File: src/hdl/drps_pkg.sv
package drps_pkg;

   // Clip limit for the scan window, applied on top of the frame size.
   localparam int unsigned MAX_DIM = 4096;

   localparam logic [6:0]  THICKNESS_RESET    = 7'd1;
   localparam logic [12:0] IMAGE_WIDTH_RESET  = 13'd640;
   localparam logic [12:0] IMAGE_HEIGHT_RESET = 13'd480;
   localparam logic [12:0] ROW_PITCH_RESET    = 13'd640;

   typedef enum logic [1:0] {
      REG_THICKNESS    = 2'd0,
      REG_IMAGE_WIDTH  = 2'd1,
      REG_IMAGE_HEIGHT = 2'd2,
      REG_ROW_PITCH    = 2'd3
   } reg_index_type;

   localparam logic OP_LOAD   = 1'b0;
   localparam logic OP_STEP   = 1'b1;
   localparam logic KIND_DOT  = 1'b0;
   localparam logic KIND_RING = 1'b1;

   typedef struct packed {
      logic        opcode;
      logic        shape_kind;
      logic [11:0] center_x;
      logic [11:0] center_y;
      logic [11:0] radius;
   } req_type;

   typedef struct packed {
      logic        paint;
      logic [11:0] pixel_x;
      logic [11:0] pixel_y;
      logic [23:0] pixel_address;
      logic        scan_done;
   } rsp_type;

endpackage

File: src/hdl/disk_and_ring_pixel_scanner.sv
// Channel  Direction  Handshake            Payload
// req      in         req_valid/req_ready  req_data  (drps_pkg::req_type)
// rsp      out        rsp_valid/rsp_ready  rsp_data  (drps_pkg::rsp_type)
// csr      in/out     psel/penable/pready  paddr, pwdata, prdata (APB-style, 32 bits)
//
// One item is accepted per clock unless a held result stalls the pipe; every item gives one
// result item, passing through the two pipeline stages ahead of the result register: the scan
// position update, then the squaring and row-times-pitch multipliers.
// A stalled result freezes the whole pipe; req_ready is low only while the result
// register holds an item that the consumer has not taken.
// Reset (synchronous, active high) empties the pipe, stops any scan and restores the
// register defaults (thickness 1, 640 x 480, pitch 640).
module disk_and_ring_pixel_scanner (
   input  logic               clock,
   input  logic               reset,
   input  logic               req_valid,
   output logic               req_ready,
   input  drps_pkg::req_type  req_data,
   output logic               rsp_valid,
   input  logic               rsp_ready,
   output drps_pkg::rsp_type  rsp_data,
   input  logic               psel,
   input  logic               penable,
   input  logic               pwrite,
   input  logic [3:0]         paddr,
   input  logic [31:0]        pwdata,
   output logic [31:0]        prdata,
   output logic               pready
);

   localparam logic signed [14:0] DIM_LIMIT = 15'(drps_pkg::MAX_DIM);

   // Configuration registers
   logic [6:0]  thickness_ff;
   logic [12:0] image_width_ff;
   logic [12:0] image_height_ff;
   logic [12:0] row_pitch_ff;

   // Scan state
   logic        active_ff,      active_in;
   logic [11:0] center_x_ff,    center_x_in;
   logic [11:0] center_y_ff,    center_y_in;
   logic [11:0] scan_x_ff,      scan_x_in;
   logic [11:0] scan_y_ff,      scan_y_in;
   logic [11:0] win_y_first_ff, win_y_first_in;
   logic [11:0] win_x_last_ff,  win_x_last_in;
   logic [11:0] win_y_last_ff,  win_y_last_in;

   // Stage 1: position and distances of the tested pixel, or radii of a load
   logic        s1_valid_ff;
   logic        s1_test_ff,    s1_test_in;
   logic        s1_load_ff,    s1_load_in;
   logic        s1_done_ff,    s1_done_in;
   logic [11:0] s1_x_ff,       s1_x_in;
   logic [11:0] s1_y_ff,       s1_y_in;
   logic [11:0] s1_dx_ff,      s1_dx_in;
   logic [11:0] s1_dy_ff,      s1_dy_in;
   logic [11:0] s1_inner_r_ff, s1_inner_r_in;
   logic [12:0] s1_outer_r_ff, s1_outer_r_in;

   // Stage 2: products
   logic        s2_valid_ff;
   logic        s2_test_ff;
   logic        s2_done_ff;
   logic [11:0] s2_x_ff;
   logic [11:0] s2_y_ff;
   logic [23:0] s2_dx_sq_ff;
   logic [23:0] s2_dy_sq_ff;
   logic [24:0] s2_row_ff;

   // Ring edges of the shape that the items in stage 2 belong to
   logic [25:0] inner_sq_ff;
   logic [25:0] outer_sq_ff;

   // Result register
   logic              rsp_valid_ff;
   drps_pkg::rsp_type rsp_data_ff, rsp_data_in;

   logic advance;
   logic accept;
   logic csr_write;
   drps_pkg::reg_index_type csr_index;

   // Load setup
   logic [6:0]         dot_r;
   logic [5:0]         half_w;
   logic [12:0]        ring_outer;
   logic [11:0]        ring_inner;
   logic signed [14:0] lo_off;
   logic signed [14:0] hi_off;
   logic signed [14:0] cx_s;
   logic signed [14:0] cy_s;
   logic signed [14:0] x0;
   logic signed [14:0] y0;
   logic signed [14:0] x1;
   logic signed [14:0] y1;
   logic signed [14:0] x_limit;
   logic signed [14:0] y_limit;
   logic               window_ok;

   // Step
   logic        last_row;
   logic        last_col;
   logic [11:0] dx;
   logic [11:0] dy;

   // Result
   logic [25:0] dist_sq;

   // The whole pipe moves unless the result register is held by the consumer.
   assign advance   = !rsp_valid_ff || rsp_ready;
   assign req_ready = advance;
   assign accept    = req_valid && advance;
   assign rsp_valid = rsp_valid_ff;
   assign rsp_data  = rsp_data_ff;

   // ---------------------------------------------------------------- register port
   assign pready    = 1'b1;
   assign csr_index = drps_pkg::reg_index_type'(paddr[3:2]);
   assign csr_write = psel && penable && pwrite && pready;

   always_ff @(posedge clock) begin
      if (reset) begin
         thickness_ff    <= drps_pkg::THICKNESS_RESET;
         image_width_ff  <= drps_pkg::IMAGE_WIDTH_RESET;
         image_height_ff <= drps_pkg::IMAGE_HEIGHT_RESET;
         row_pitch_ff    <= drps_pkg::ROW_PITCH_RESET;
      end else if (csr_write) begin
         case (csr_index)
            drps_pkg::REG_THICKNESS:    thickness_ff    <= pwdata[6:0];
            drps_pkg::REG_IMAGE_WIDTH:  image_width_ff  <= pwdata[12:0];
            drps_pkg::REG_IMAGE_HEIGHT: image_height_ff <= pwdata[12:0];
            drps_pkg::REG_ROW_PITCH:    row_pitch_ff    <= pwdata[12:0];
            default: ;
         endcase
      end
   end

   always_comb begin
      case (csr_index)
         drps_pkg::REG_THICKNESS:    prdata = 32'(thickness_ff);
         drps_pkg::REG_IMAGE_WIDTH:  prdata = 32'(image_width_ff);
         drps_pkg::REG_IMAGE_HEIGHT: prdata = 32'(image_height_ff);
         drps_pkg::REG_ROW_PITCH:    prdata = 32'(row_pitch_ff);
         default:                    prdata = '0;
      endcase
   end

   // ---------------------------------------------------------------- load setup
   // Dot: radius is the thickness, with 1 widened to 2; window runs from
   // center-R+1 to center+R. Ring: half width is thickness/2, at least 1;
   // window runs from center-r-h to center+r+h.
   always_comb begin
      dot_r      = (thickness_ff == 7'd1) ? 7'd2 : thickness_ff;
      half_w     = (thickness_ff[6:1] == 6'd0) ? 6'd1 : thickness_ff[6:1];
      ring_outer = 13'(req_data.radius) + 13'(half_w);
      // Inner edge at or below zero paints everything out to the outer edge.
      ring_inner = (req_data.radius > 12'(half_w)) ? req_data.radius - 12'(half_w) : '0;

      if (req_data.shape_kind == drps_pkg::KIND_DOT) begin
         lo_off = $signed(15'(dot_r)) - 15'sd1;
         hi_off = $signed(15'(dot_r));
      end else begin
         lo_off = $signed(15'(ring_outer));
         hi_off = $signed(15'(ring_outer));
      end

      cx_s = $signed(15'(req_data.center_x));
      cy_s = $signed(15'(req_data.center_y));

      x0 = cx_s - lo_off;
      y0 = cy_s - lo_off;
      if (x0 < 15'sd0) x0 = '0;
      if (y0 < 15'sd0) y0 = '0;

      x_limit = $signed(15'(image_width_ff));
      y_limit = $signed(15'(image_height_ff));
      if (x_limit > DIM_LIMIT) x_limit = DIM_LIMIT;
      if (y_limit > DIM_LIMIT) y_limit = DIM_LIMIT;

      x1 = cx_s + hi_off;
      y1 = cy_s + hi_off;
      if (x1 > x_limit) x1 = x_limit;
      if (y1 > y_limit) y1 = y_limit;

      window_ok = (x0 < x1) && (y0 < y1);
   end

   // ---------------------------------------------------------------- scan step
   assign last_row = (scan_y_ff == win_y_last_ff);
   assign last_col = (scan_x_ff == win_x_last_ff);
   assign dx = (center_x_ff > scan_x_ff) ? center_x_ff - scan_x_ff : scan_x_ff - center_x_ff;
   assign dy = (center_y_ff > scan_y_ff) ? center_y_ff - scan_y_ff : scan_y_ff - center_y_ff;

   always_comb begin
      active_in      = active_ff;
      center_x_in    = center_x_ff;
      center_y_in    = center_y_ff;
      scan_x_in      = scan_x_ff;
      scan_y_in      = scan_y_ff;
      win_y_first_in = win_y_first_ff;
      win_x_last_in  = win_x_last_ff;
      win_y_last_in  = win_y_last_ff;

      // Untested items carry zero position and distance, so their address is zero.
      s1_test_in    = 1'b0;
      s1_load_in    = 1'b0;
      s1_done_in    = 1'b0;
      s1_x_in       = '0;
      s1_y_in       = '0;
      s1_dx_in      = '0;
      s1_dy_in      = '0;
      s1_inner_r_in = ring_inner;
      s1_outer_r_in = ring_outer;
      if (req_data.shape_kind == drps_pkg::KIND_DOT) begin
         s1_inner_r_in = '0;
         s1_outer_r_in = 13'(dot_r);
      end

      if (req_data.opcode == drps_pkg::OP_LOAD) begin
         s1_load_in  = 1'b1;
         center_x_in = req_data.center_x;
         center_y_in = req_data.center_y;
         active_in   = window_ok;
         s1_done_in  = !window_ok;
         if (window_ok) begin
            scan_x_in      = x0[11:0];
            scan_y_in      = y0[11:0];
            win_y_first_in = y0[11:0];
            win_x_last_in  = 12'(x1 - 15'sd1);
            win_y_last_in  = 12'(y1 - 15'sd1);
         end
      end else if (!active_ff) begin
         // Step with no scan running: report done and nothing else.
         s1_done_in = 1'b1;
      end else begin
         s1_test_in = 1'b1;
         s1_x_in    = scan_x_ff;
         s1_y_in    = scan_y_ff;
         s1_dx_in   = dx;
         s1_dy_in   = dy;
         // Rows run inside columns: advance the row, wrap to the next column.
         if (last_row) begin
            if (last_col) begin
               s1_done_in = 1'b1;
               active_in  = 1'b0;
            end else begin
               scan_x_in = scan_x_ff + 12'd1;
               scan_y_in = win_y_first_ff;
            end
         end else begin
            scan_y_in = scan_y_ff + 12'd1;
         end
      end
   end

   always_ff @(posedge clock) begin
      if (reset) begin
         active_ff <= 1'b0;
      end else if (accept) begin
         active_ff <= active_in;
      end
   end

   always_ff @(posedge clock) begin
      if (accept) begin
         center_x_ff    <= center_x_in;
         center_y_ff    <= center_y_in;
         scan_x_ff      <= scan_x_in;
         scan_y_ff      <= scan_y_in;
         win_y_first_ff <= win_y_first_in;
         win_x_last_ff  <= win_x_last_in;
         win_y_last_ff  <= win_y_last_in;
      end
   end

   // ---------------------------------------------------------------- pipeline
   always_ff @(posedge clock) begin
      if (reset) begin
         s1_valid_ff  <= 1'b0;
         s2_valid_ff  <= 1'b0;
         rsp_valid_ff <= 1'b0;
      end else if (advance) begin
         s1_valid_ff  <= req_valid;
         s2_valid_ff  <= s1_valid_ff;
         rsp_valid_ff <= s2_valid_ff;
      end
   end

   always_ff @(posedge clock) begin
      if (advance) begin
         s1_test_ff    <= s1_test_in;
         s1_load_ff    <= s1_load_in;
         s1_done_ff    <= s1_done_in;
         s1_x_ff       <= s1_x_in;
         s1_y_ff       <= s1_y_in;
         s1_dx_ff      <= s1_dx_in;
         s1_dy_ff      <= s1_dy_in;
         s1_inner_r_ff <= s1_inner_r_in;
         s1_outer_r_ff <= s1_outer_r_in;

         s2_test_ff  <= s1_test_ff;
         s2_done_ff  <= s1_done_ff;
         s2_x_ff     <= s1_x_ff;
         s2_y_ff     <= s1_y_ff;
         s2_dx_sq_ff <= 24'(s1_dx_ff) * 24'(s1_dx_ff);
         s2_dy_sq_ff <= 24'(s1_dy_ff) * 24'(s1_dy_ff);
         s2_row_ff   <= 25'(s1_y_ff) * 25'(row_pitch_ff);

         rsp_data_ff <= rsp_data_in;
      end
   end

   // Swap in the new ring edges as the load passes into stage 2, so items of the
   // previous shape still ahead of it compare against the old edges.
   always_ff @(posedge clock) begin
      if (advance && s1_valid_ff && s1_load_ff) begin
         inner_sq_ff <= 26'(s1_inner_r_ff) * 26'(s1_inner_r_ff);
         outer_sq_ff <= 26'(s1_outer_r_ff) * 26'(s1_outer_r_ff);
      end
   end

   always_comb begin
      dist_sq                   = 26'(s2_dx_sq_ff) + 26'(s2_dy_sq_ff);
      rsp_data_in.paint         = s2_test_ff && (dist_sq >= inner_sq_ff)
                                  && (dist_sq <= outer_sq_ff);
      rsp_data_in.pixel_x       = s2_x_ff;
      rsp_data_in.pixel_y       = s2_y_ff;
      rsp_data_in.pixel_address = 24'(s2_row_ff + 25'(s2_x_ff));
      rsp_data_in.scan_done     = s2_done_ff;
   end

   // ---------------------------------------------------------------- checks
   // A running scan stays inside its window.
   assert property (@(posedge clock) disable iff (reset)
      active_ff |-> (scan_x_ff <= win_x_last_ff) && (scan_y_ff <= win_y_last_ff)
                    && (scan_y_ff >= win_y_first_ff))
      else $error("scan position left its window");

   // Input backpressure only comes from a held result.
   assert property (@(posedge clock) disable iff (reset)
      !req_ready |-> rsp_valid_ff && !rsp_ready)
      else $error("input stalled without a held result");

   // Stepping onto the last pixel ends the scan.
   assert property (@(posedge clock) disable iff (reset)
      accept && (req_data.opcode == drps_pkg::OP_STEP) && active_ff && last_row && last_col
      |=> !active_ff && s1_done_ff && s1_test_ff)
      else $error("last pixel did not end the scan");

   // Only a tested pixel can be painted.
   assert property (@(posedge clock) disable iff (reset)
      (rsp_valid_ff && rsp_data_ff.paint) |-> $past(s2_test_ff) || !$past(advance))
      else $error("paint reported for an untested item");

endmodule
File: config.mk
export PLATFORM = sky130hd
export DESIGN_NAME = disk_and_ring_pixel_scanner
export DESIGN_NICKNAME = d
export VERILOG_FILES = /design/src/hdl/drps_pkg.sv /design/src/hdl/disk_and_ring_pixel_scanner.sv
export SDC_FILE = /design/constraint.sdc
export NUM_CORES = 2
export LEC_CHECK = 0
export ABC_AREA = 1
export BUFFER_PORTS_ARGS = -buffer_cell sky130_fd_sc_hd__buf_4
export CELL_PAD_IN_SITES_DETAIL_PLACEMENT = 0
export CELL_PAD_IN_SITES_GLOBAL_PLACEMENT = 1
export CORE_MARGIN = 1.5
export CORE_UTILIZATION = 54
export DETAILED_ROUTE_END_ITERATION = 8
export PLACE_DENSITY = 0.94
export RECOVER_POWER = 100
export SYNTH_ARGS = -nofsm -noshare
export SYNTH_HDL_FRONTEND = slang
export SYNTH_SLANG_ARGS = --single-unit
File: constraint.sdc
create_clock -name clock -period 31.7 [get_ports clock]
set_input_delay 4.755 -clock clock [delete_from_list [all_inputs] [get_ports clock]]
set_output_delay 4.755 -clock clock [all_outputs]
set_load 0.05 [all_outputs]
======== Yosys cells after proc, flatten, opt, wreduce, memory -nomap -nowiden ========
Cells that the tools add are included.
word-level totals
  flip-flop bits (word level) ............. 408
  input bits .............................. 81
  output and inout port bits .............. 85
  word-level logic and storage cells ...... 143
cells by class
  add/subtract/negate cells ............... 17
  $mul .................................... 5
  magnitude comparators ................... 13
  equality and inequality tests ........... 10
  multiplexer cells ....................... 34
  bitwise operators ....................... 1
  reductions and logical operators ........ 24
operator list
  operator                                                      number
  2-to-1 mux 12 bit                                             12
  case mux 32 bit (4 select lines)                              1
  2-to-1 mux 15 bit                                             5
  multiplier 12 x 12 -> 24 bit                                  3
  subtractor 12 bit                                             4
  2-to-1 mux 13 bit                                             3
  adder 13 x 15 -> 15 bit                                       2
  greater-than comparator 15 bit                                2
  less-than comparator 15 x 1 -> 1 bit (second input constant)  2
  less-than comparator 15 bit                                   2
  subtractor 13 x 15 -> 15 bit                                  2
  greater-than comparator 13 bit (second input constant)        2
  <= comparator 25 x 26 -> 1 bit                                1
  multiplier 13 x 13 -> 26 bit                                  1
  adder 24 x 24 -> 25 bit                                       1
  greater-or-equal comparator 25 x 24 -> 1 bit                  1
  adder 12 x 1 -> 12 bit (second input constant)                2
  adder 24 x 12 -> 24 bit                                       1
  equality test 12 bit                                          2
  greater-than comparator 12 bit                                2
  multiplier 12 x 13 -> 24 bit                                  1
  subtractor 12 x 2 -> 12 bit (second input constant)           2
  2-to-1 mux 7 bit                                              2
  AND reduction 2 bit                                           7
  other kinds (22)                                              41

======== Depth between registers and ports, before layout ========
  word-level depth ........................ 11
  gate-level depth with buffers ........... 50
  gate-level depth less buffers ........... 48

======== Worst setup path before layout ========
Ideal clock, no wire load.
  path type ............................... input-to-output
  from .................................... in rsp_ready
  to ...................................... out req_ready
  arrival ................................. 9.422 ns
  required time ........................... 26.945 ns
  slack ................................... 17.523 ns
  stages on the path ...................... 2
  path buffers ............................ 0
  path through ............................ nor2_1 > inv_1
on the way
  cells in the longest elaborated chain, start to end .. 1
RTL lines
  element             line                                source
  start: declaration  disk_and_ring_pixel_scanner.sv:20   input logic rsp_ready,
  logical OR 1 bit    disk_and_ring_pixel_scanner.sv:111  assign advance = !rsp_valid_ff || rsp_ready;
  end: declaration    disk_and_ring_pixel_scanner.sv:17   output logic req_ready,
Every way passes these cells.

======== Worst setup path after layout ========
  from .................................... in req_data[36] (netlist name)
  to ...................................... reg win_y_last_ff[4], enable pin
on the way
  cells in the longest elaborated chain, start to end .. 7
RTL lines
  element                                                   line                                                                    source
  start: declaration                                        disk_and_ring_pixel_scanner.sv:18                                       input drps_pkg::req_type req_data,
  2-to-1 mux 13 bit *                                       disk_and_ring_pixel_scanner.sv:160                                      if (req_data.shape_kind == drps_pkg::KIND_DOT) begin
  via hi_off[0]                                             disk_and_ring_pixel_scanner.sv:90                                       logic signed [14:0] hi_off;
  adder 13 x 15 -> 15 bit, on equally long branches         disk_and_ring_pixel_scanner.sv:181, disk_and_ring_pixel_scanner.sv:182
  greater-than comparator 15 bit, on equally long branches  disk_and_ring_pixel_scanner.sv:183, disk_and_ring_pixel_scanner.sv:184
  2-to-1 mux 15 bit, on equally long branches               disk_and_ring_pixel_scanner.sv:183, disk_and_ring_pixel_scanner.sv:184
  less-than comparator 15 bit                               disk_and_ring_pixel_scanner.sv:186                                      window_ok = (x0 < x1) && (y0 < y1);
  logical AND 1 bit *                                       disk_and_ring_pixel_scanner.sv:186
  AND reduction 3 bit (no line) *                           --
  end signal: assignment                                    disk_and_ring_pixel_scanner.sv:273                                      win_y_last_ff <= win_y_last_in;
  end: declaration                                          disk_and_ring_pixel_scanner.sv:47                                       logic [11:0] win_y_last_ff, win_y_last_in;
The timed path passes the listed nets; every way through them passes the cells marked *.
A chain may end at the register's enable or synchronous reset.

==> impl_metrics.toml <==
[status]
outcome = "finished, violations left"
failed_checks = "capacitance limit, slew limit"

[worst_setup_path]
worstPathMaxFanout = 24
max_stage_delay_ns = 1.37
critPathRequiredTime_ns = 31.90
cp_slowest_cell = "nor3_1"
cp-start-kind = "primary input"
crit_arrival_ns = 15.43
crit_type = "in2reg"
crit_path_end_kind = "flip-flop"
cpMostUsedCell = "nand2_1"

[cts]
clock_latency_ns = 0.59
post_cts_resized = 0
post_cts_buffers = 0
cts_max_level = 2
cts.sinks = 404
clockRootBuffer = "clkbuf_16"
cts_buffer_depth = 3
cts_tree = "done"
clkTransAtPathRegs_ns = 0.06
ctsHoldBuffers = 0
cts_buffers = 45

[synthesis]
ys_seq_area_share_pct = 26.1
synthesis.area_um2 = 44600
ys_seq_elements = 404
synthArstFlopShare_pct = 0
synth-edff-count = 354
synthFlopType = "edfxtp_1"
yosys_warnings = 0
syn_inst = 5104
post_synth_num_cell_types = 67
avgSynthCellArea_um2 = 8.75

[global_route]
gr-total-overflow = 0
grt_pass1_wl_um = 168000
grt_usage_pct = 24.8
antenna_found_initial = 1
grt_max_degree = 86
grt_pass1_vias = 33100

[sta]
max_slew_margin_pct = -180
fin_crit_sh_pct = 48.1
finalClockSkew_ns = 0.0203
worst_slack_ns = 16.47
slew_violations = 308
tightest_slew_ns = 4.20
tns_ns = 0
max_freq_mhz = 65.6
finalSetupViolCount = 0
fin_crit_ns = 15.23
rsz0062_at_grt = "no"
final-hold-violation-count = 0

[placed_design]
dpl.hpwl_um = 83800
placed_cells = 6191
io_buffers = 124
dp_slack_ns = 18.69
gp_congestion = 0.958

[floorplan]
dieWidth_um = 291
design.die.area_um2 = 84400
ios = 166
initial_core_util_pct = 54.5
fp.dieH_um = 291
core_area_um2 = 82000
row_count = 105

[power]
switchingPower_uw = 852
swShare_pct = 39.6
clockPowerShare_pct = 23.9
irDropWorstVdd_mv = 0.0475
comb_power_share_pct = 42.1
p_seq_share_pct = 34.0
pwr_density_cell_nw_per_um2 = 45.4
p_int_uw = 1300
leakage_uw = 0.0256

[final_layout]
syn2layout_area_growth_pct = 6.26
final_nets = 6242
drive_gt1_share_pct = 3.33
layoutNonFillerInstCount = 6273

[routing]
drc_errors = 0
first_iter_violations = 1985
wl_um = 103000
avgRoutedWirePerCell_um = 16.4
num_vias = 32900
antenna_left = 0
dr.pass1.iters = 5
vias_per_cell = 5.25

[job]
drv_cap = 7

[hold_path]
hold_class = "reg2reg"
[routing by layer]
metal | up-vias | share of wire (%) | wire length, um | global-route usage [%]
met5 | - | 0 | 0 | 0
met4 | 0 | 3.6 | 3720 | 8.81
met3 | 167 | 4.9 | 5070 | 2.44
met2 | 838 | 49 | 50100 | 43.7
met1 | 15700 | 43 | 43900 | 31.8
li1 | 16200 | - | - | -
[critical path, delay by kind of cell]
| family | cells | cell delay [ns] |
|---|---|---|
| AND/OR/NAND/NOR | 13 | 2.50 |
| AO/OA/AOI/OAI | 12 | 3.67 |
| XOR/XNOR | 1 | 0.22 |
| buffers and inverters | 6 | 2.82 |
| adder cells (fa/ha/maj) | 4 | 1.46 |
[final timing paths]
path | depth (start not counted) | from | to | slack, ns
min | 0 | s1_x_ff[7] | s2_x_ff[7] | 0.42
max | 36 | req_data[36] | win_y_last_ff[4] | 16.47
max reg2reg | 39 | thickness_ff[4] | win_y_last_ff[4] | 20.49
min reg2reg | 0 | s1_x_ff[7] | s2_x_ff[7] | 0.42
[Yosys cell counts (all sizes together), types with 6 or more instances]
| cell | count | area, um^2 |
|---|---|---|
| o31ai | 10 | 75.1 |
| a221oi | 7 | 61.3 |
| o221ai | 7 | 61.3 |
| clkbuf | 115 | 432 |
| o21ai | 196 | 1050 |
| nand4 | 47 | 307 |
| buf | 26 | 205 |
| nand3 | 126 | 641 |
| a31oi | 14 | 87.6 |
| nand2 | 981 | 3720 |
| fa | 452 | 9050 |
| a21o | 11 | 82.6 |
| nor3 | 29 | 150 |
| dfxtp | 50 | 1000 |
| nor3b | 8 | 60.1 |
| o211ai | 17 | 128 |
| a211oi | 9 | 67.6 |
| nor2 | 288 | 1110 |
| o21a | 12 | 90.1 |
| edfxtp | 354 | 10600 |
| ha | 541 | 6770 |
| a21boi | 10 | 75.1 |
| nand3b | 8 | 85.1 |
| o2111ai | 6 | 52.6 |
| a21oi | 314 | 1600 |
| xnor2 | 104 | 911 |
| or2 | 11 | 68.8 |
| inv | 1139 | 4280 |
| o21bai | 19 | 143 |
| xor2 | 155 | 1360 |
| nor4 | 6 | 37.5 |
[placed cells by master, fill, tap and decap left out, drive strengths merged, types with 10 or more instances in the layout]
master  Yosys  layout
a21boi     10      10
a21o       11      11
clkinv      3      19
xnor2     104     104
o21ai     196     196
edfxtp    354     354
inv      1139    1139
clkbuf    115     160
nor2      288     288
or2        11      11
a21oi     314     314
nand2     981     981
o21bai     19      19
o31ai      10      10
xor2      155     155
ha        541     541
o211ai     17      17
o21a       12      12
nand3     126     126
a31oi      14      14
dfxtp      50      50
conb        2      22
nand4      47      47
nor3       29      29
buf        26      34
fa        452     452
[sequential cells by signal, indices dropped and copies added, names as in the netlist, 13 cells and up]
| name | count |
|---|---|
| s2_dx_sq_ff | 23 |
| s2_row_ff | 24 |
| outer_sq_ff | 25 |
| inner_sq_ff | 23 |
| image_height_ff | 13 |
| image_width_ff | 13 |
| row_pitch_ff | 13 |
| s2_dy_sq_ff | 23 |
| s1_outer_r_ff | 13 |
| rsp_data | 50 |
[per-stage QoR]
| stage | cell area [um^2] | power, uW | hold slack, ns | util (%) |
|---|---|---|---|---|
| 2_1_floorplan | 44700 | 1420 | 0.400 | - |
| 3_3_place_gp | 46500 | 1630 | 0.404 | 56.7 |
| 3_5_place_dp | 46500 | 1660 | 0.405 | 56.7 |
| 4_1_cts | 47900 | 2180 | 0.416 | 58.5 |
| 5_1_grt | 47400 | 2320 | 0.423 | 57.9 |
| 6_report | 47400 | 2150 | 0.416 | 57.9 |
[cell families (layout without fill, tap and decap cells)]
logic type	Yosys count	count (layout)	share of synthesized area [%]
XOR/XNOR	259	259	5.08
AO/OA/AOI/OAI	645	645	8.26
other	2	23	0.0168
buffers and inverters	1283	1361	11.0
flip-flops	404	404	26.1
AND/OR/NAND/NOR	1512	1512	14.0
multiplexers	6	6	0.140
adder cells (fa/ha/maj)	993	993	35.4
[power groups by stage]
stage,sequential (uW),clock (uW),combinational (uW)
floorplan,735,0,690
global placement,740,0,894
detailed placement,741,0,915
CTS,731,522,925
global route,738,541,1040
finish,732,514,907
[final cells by class]
class | instances | area, um^2
Antenna cell | 1 | 2.50
Clock buffer | 56 | 1210
Clock inverter | 25 | 219
Fill cell | 7359 | 34500
Inverter | 1142 | 4290
Multi-Input combinational cell | 3437 | 28100
Sequential cell | 404 | 11600
Tap cell | 1070 | 1340
Timing Repair Buffer | 138 | 649
No activity file was read; power rests on OpenSTA's default activity.
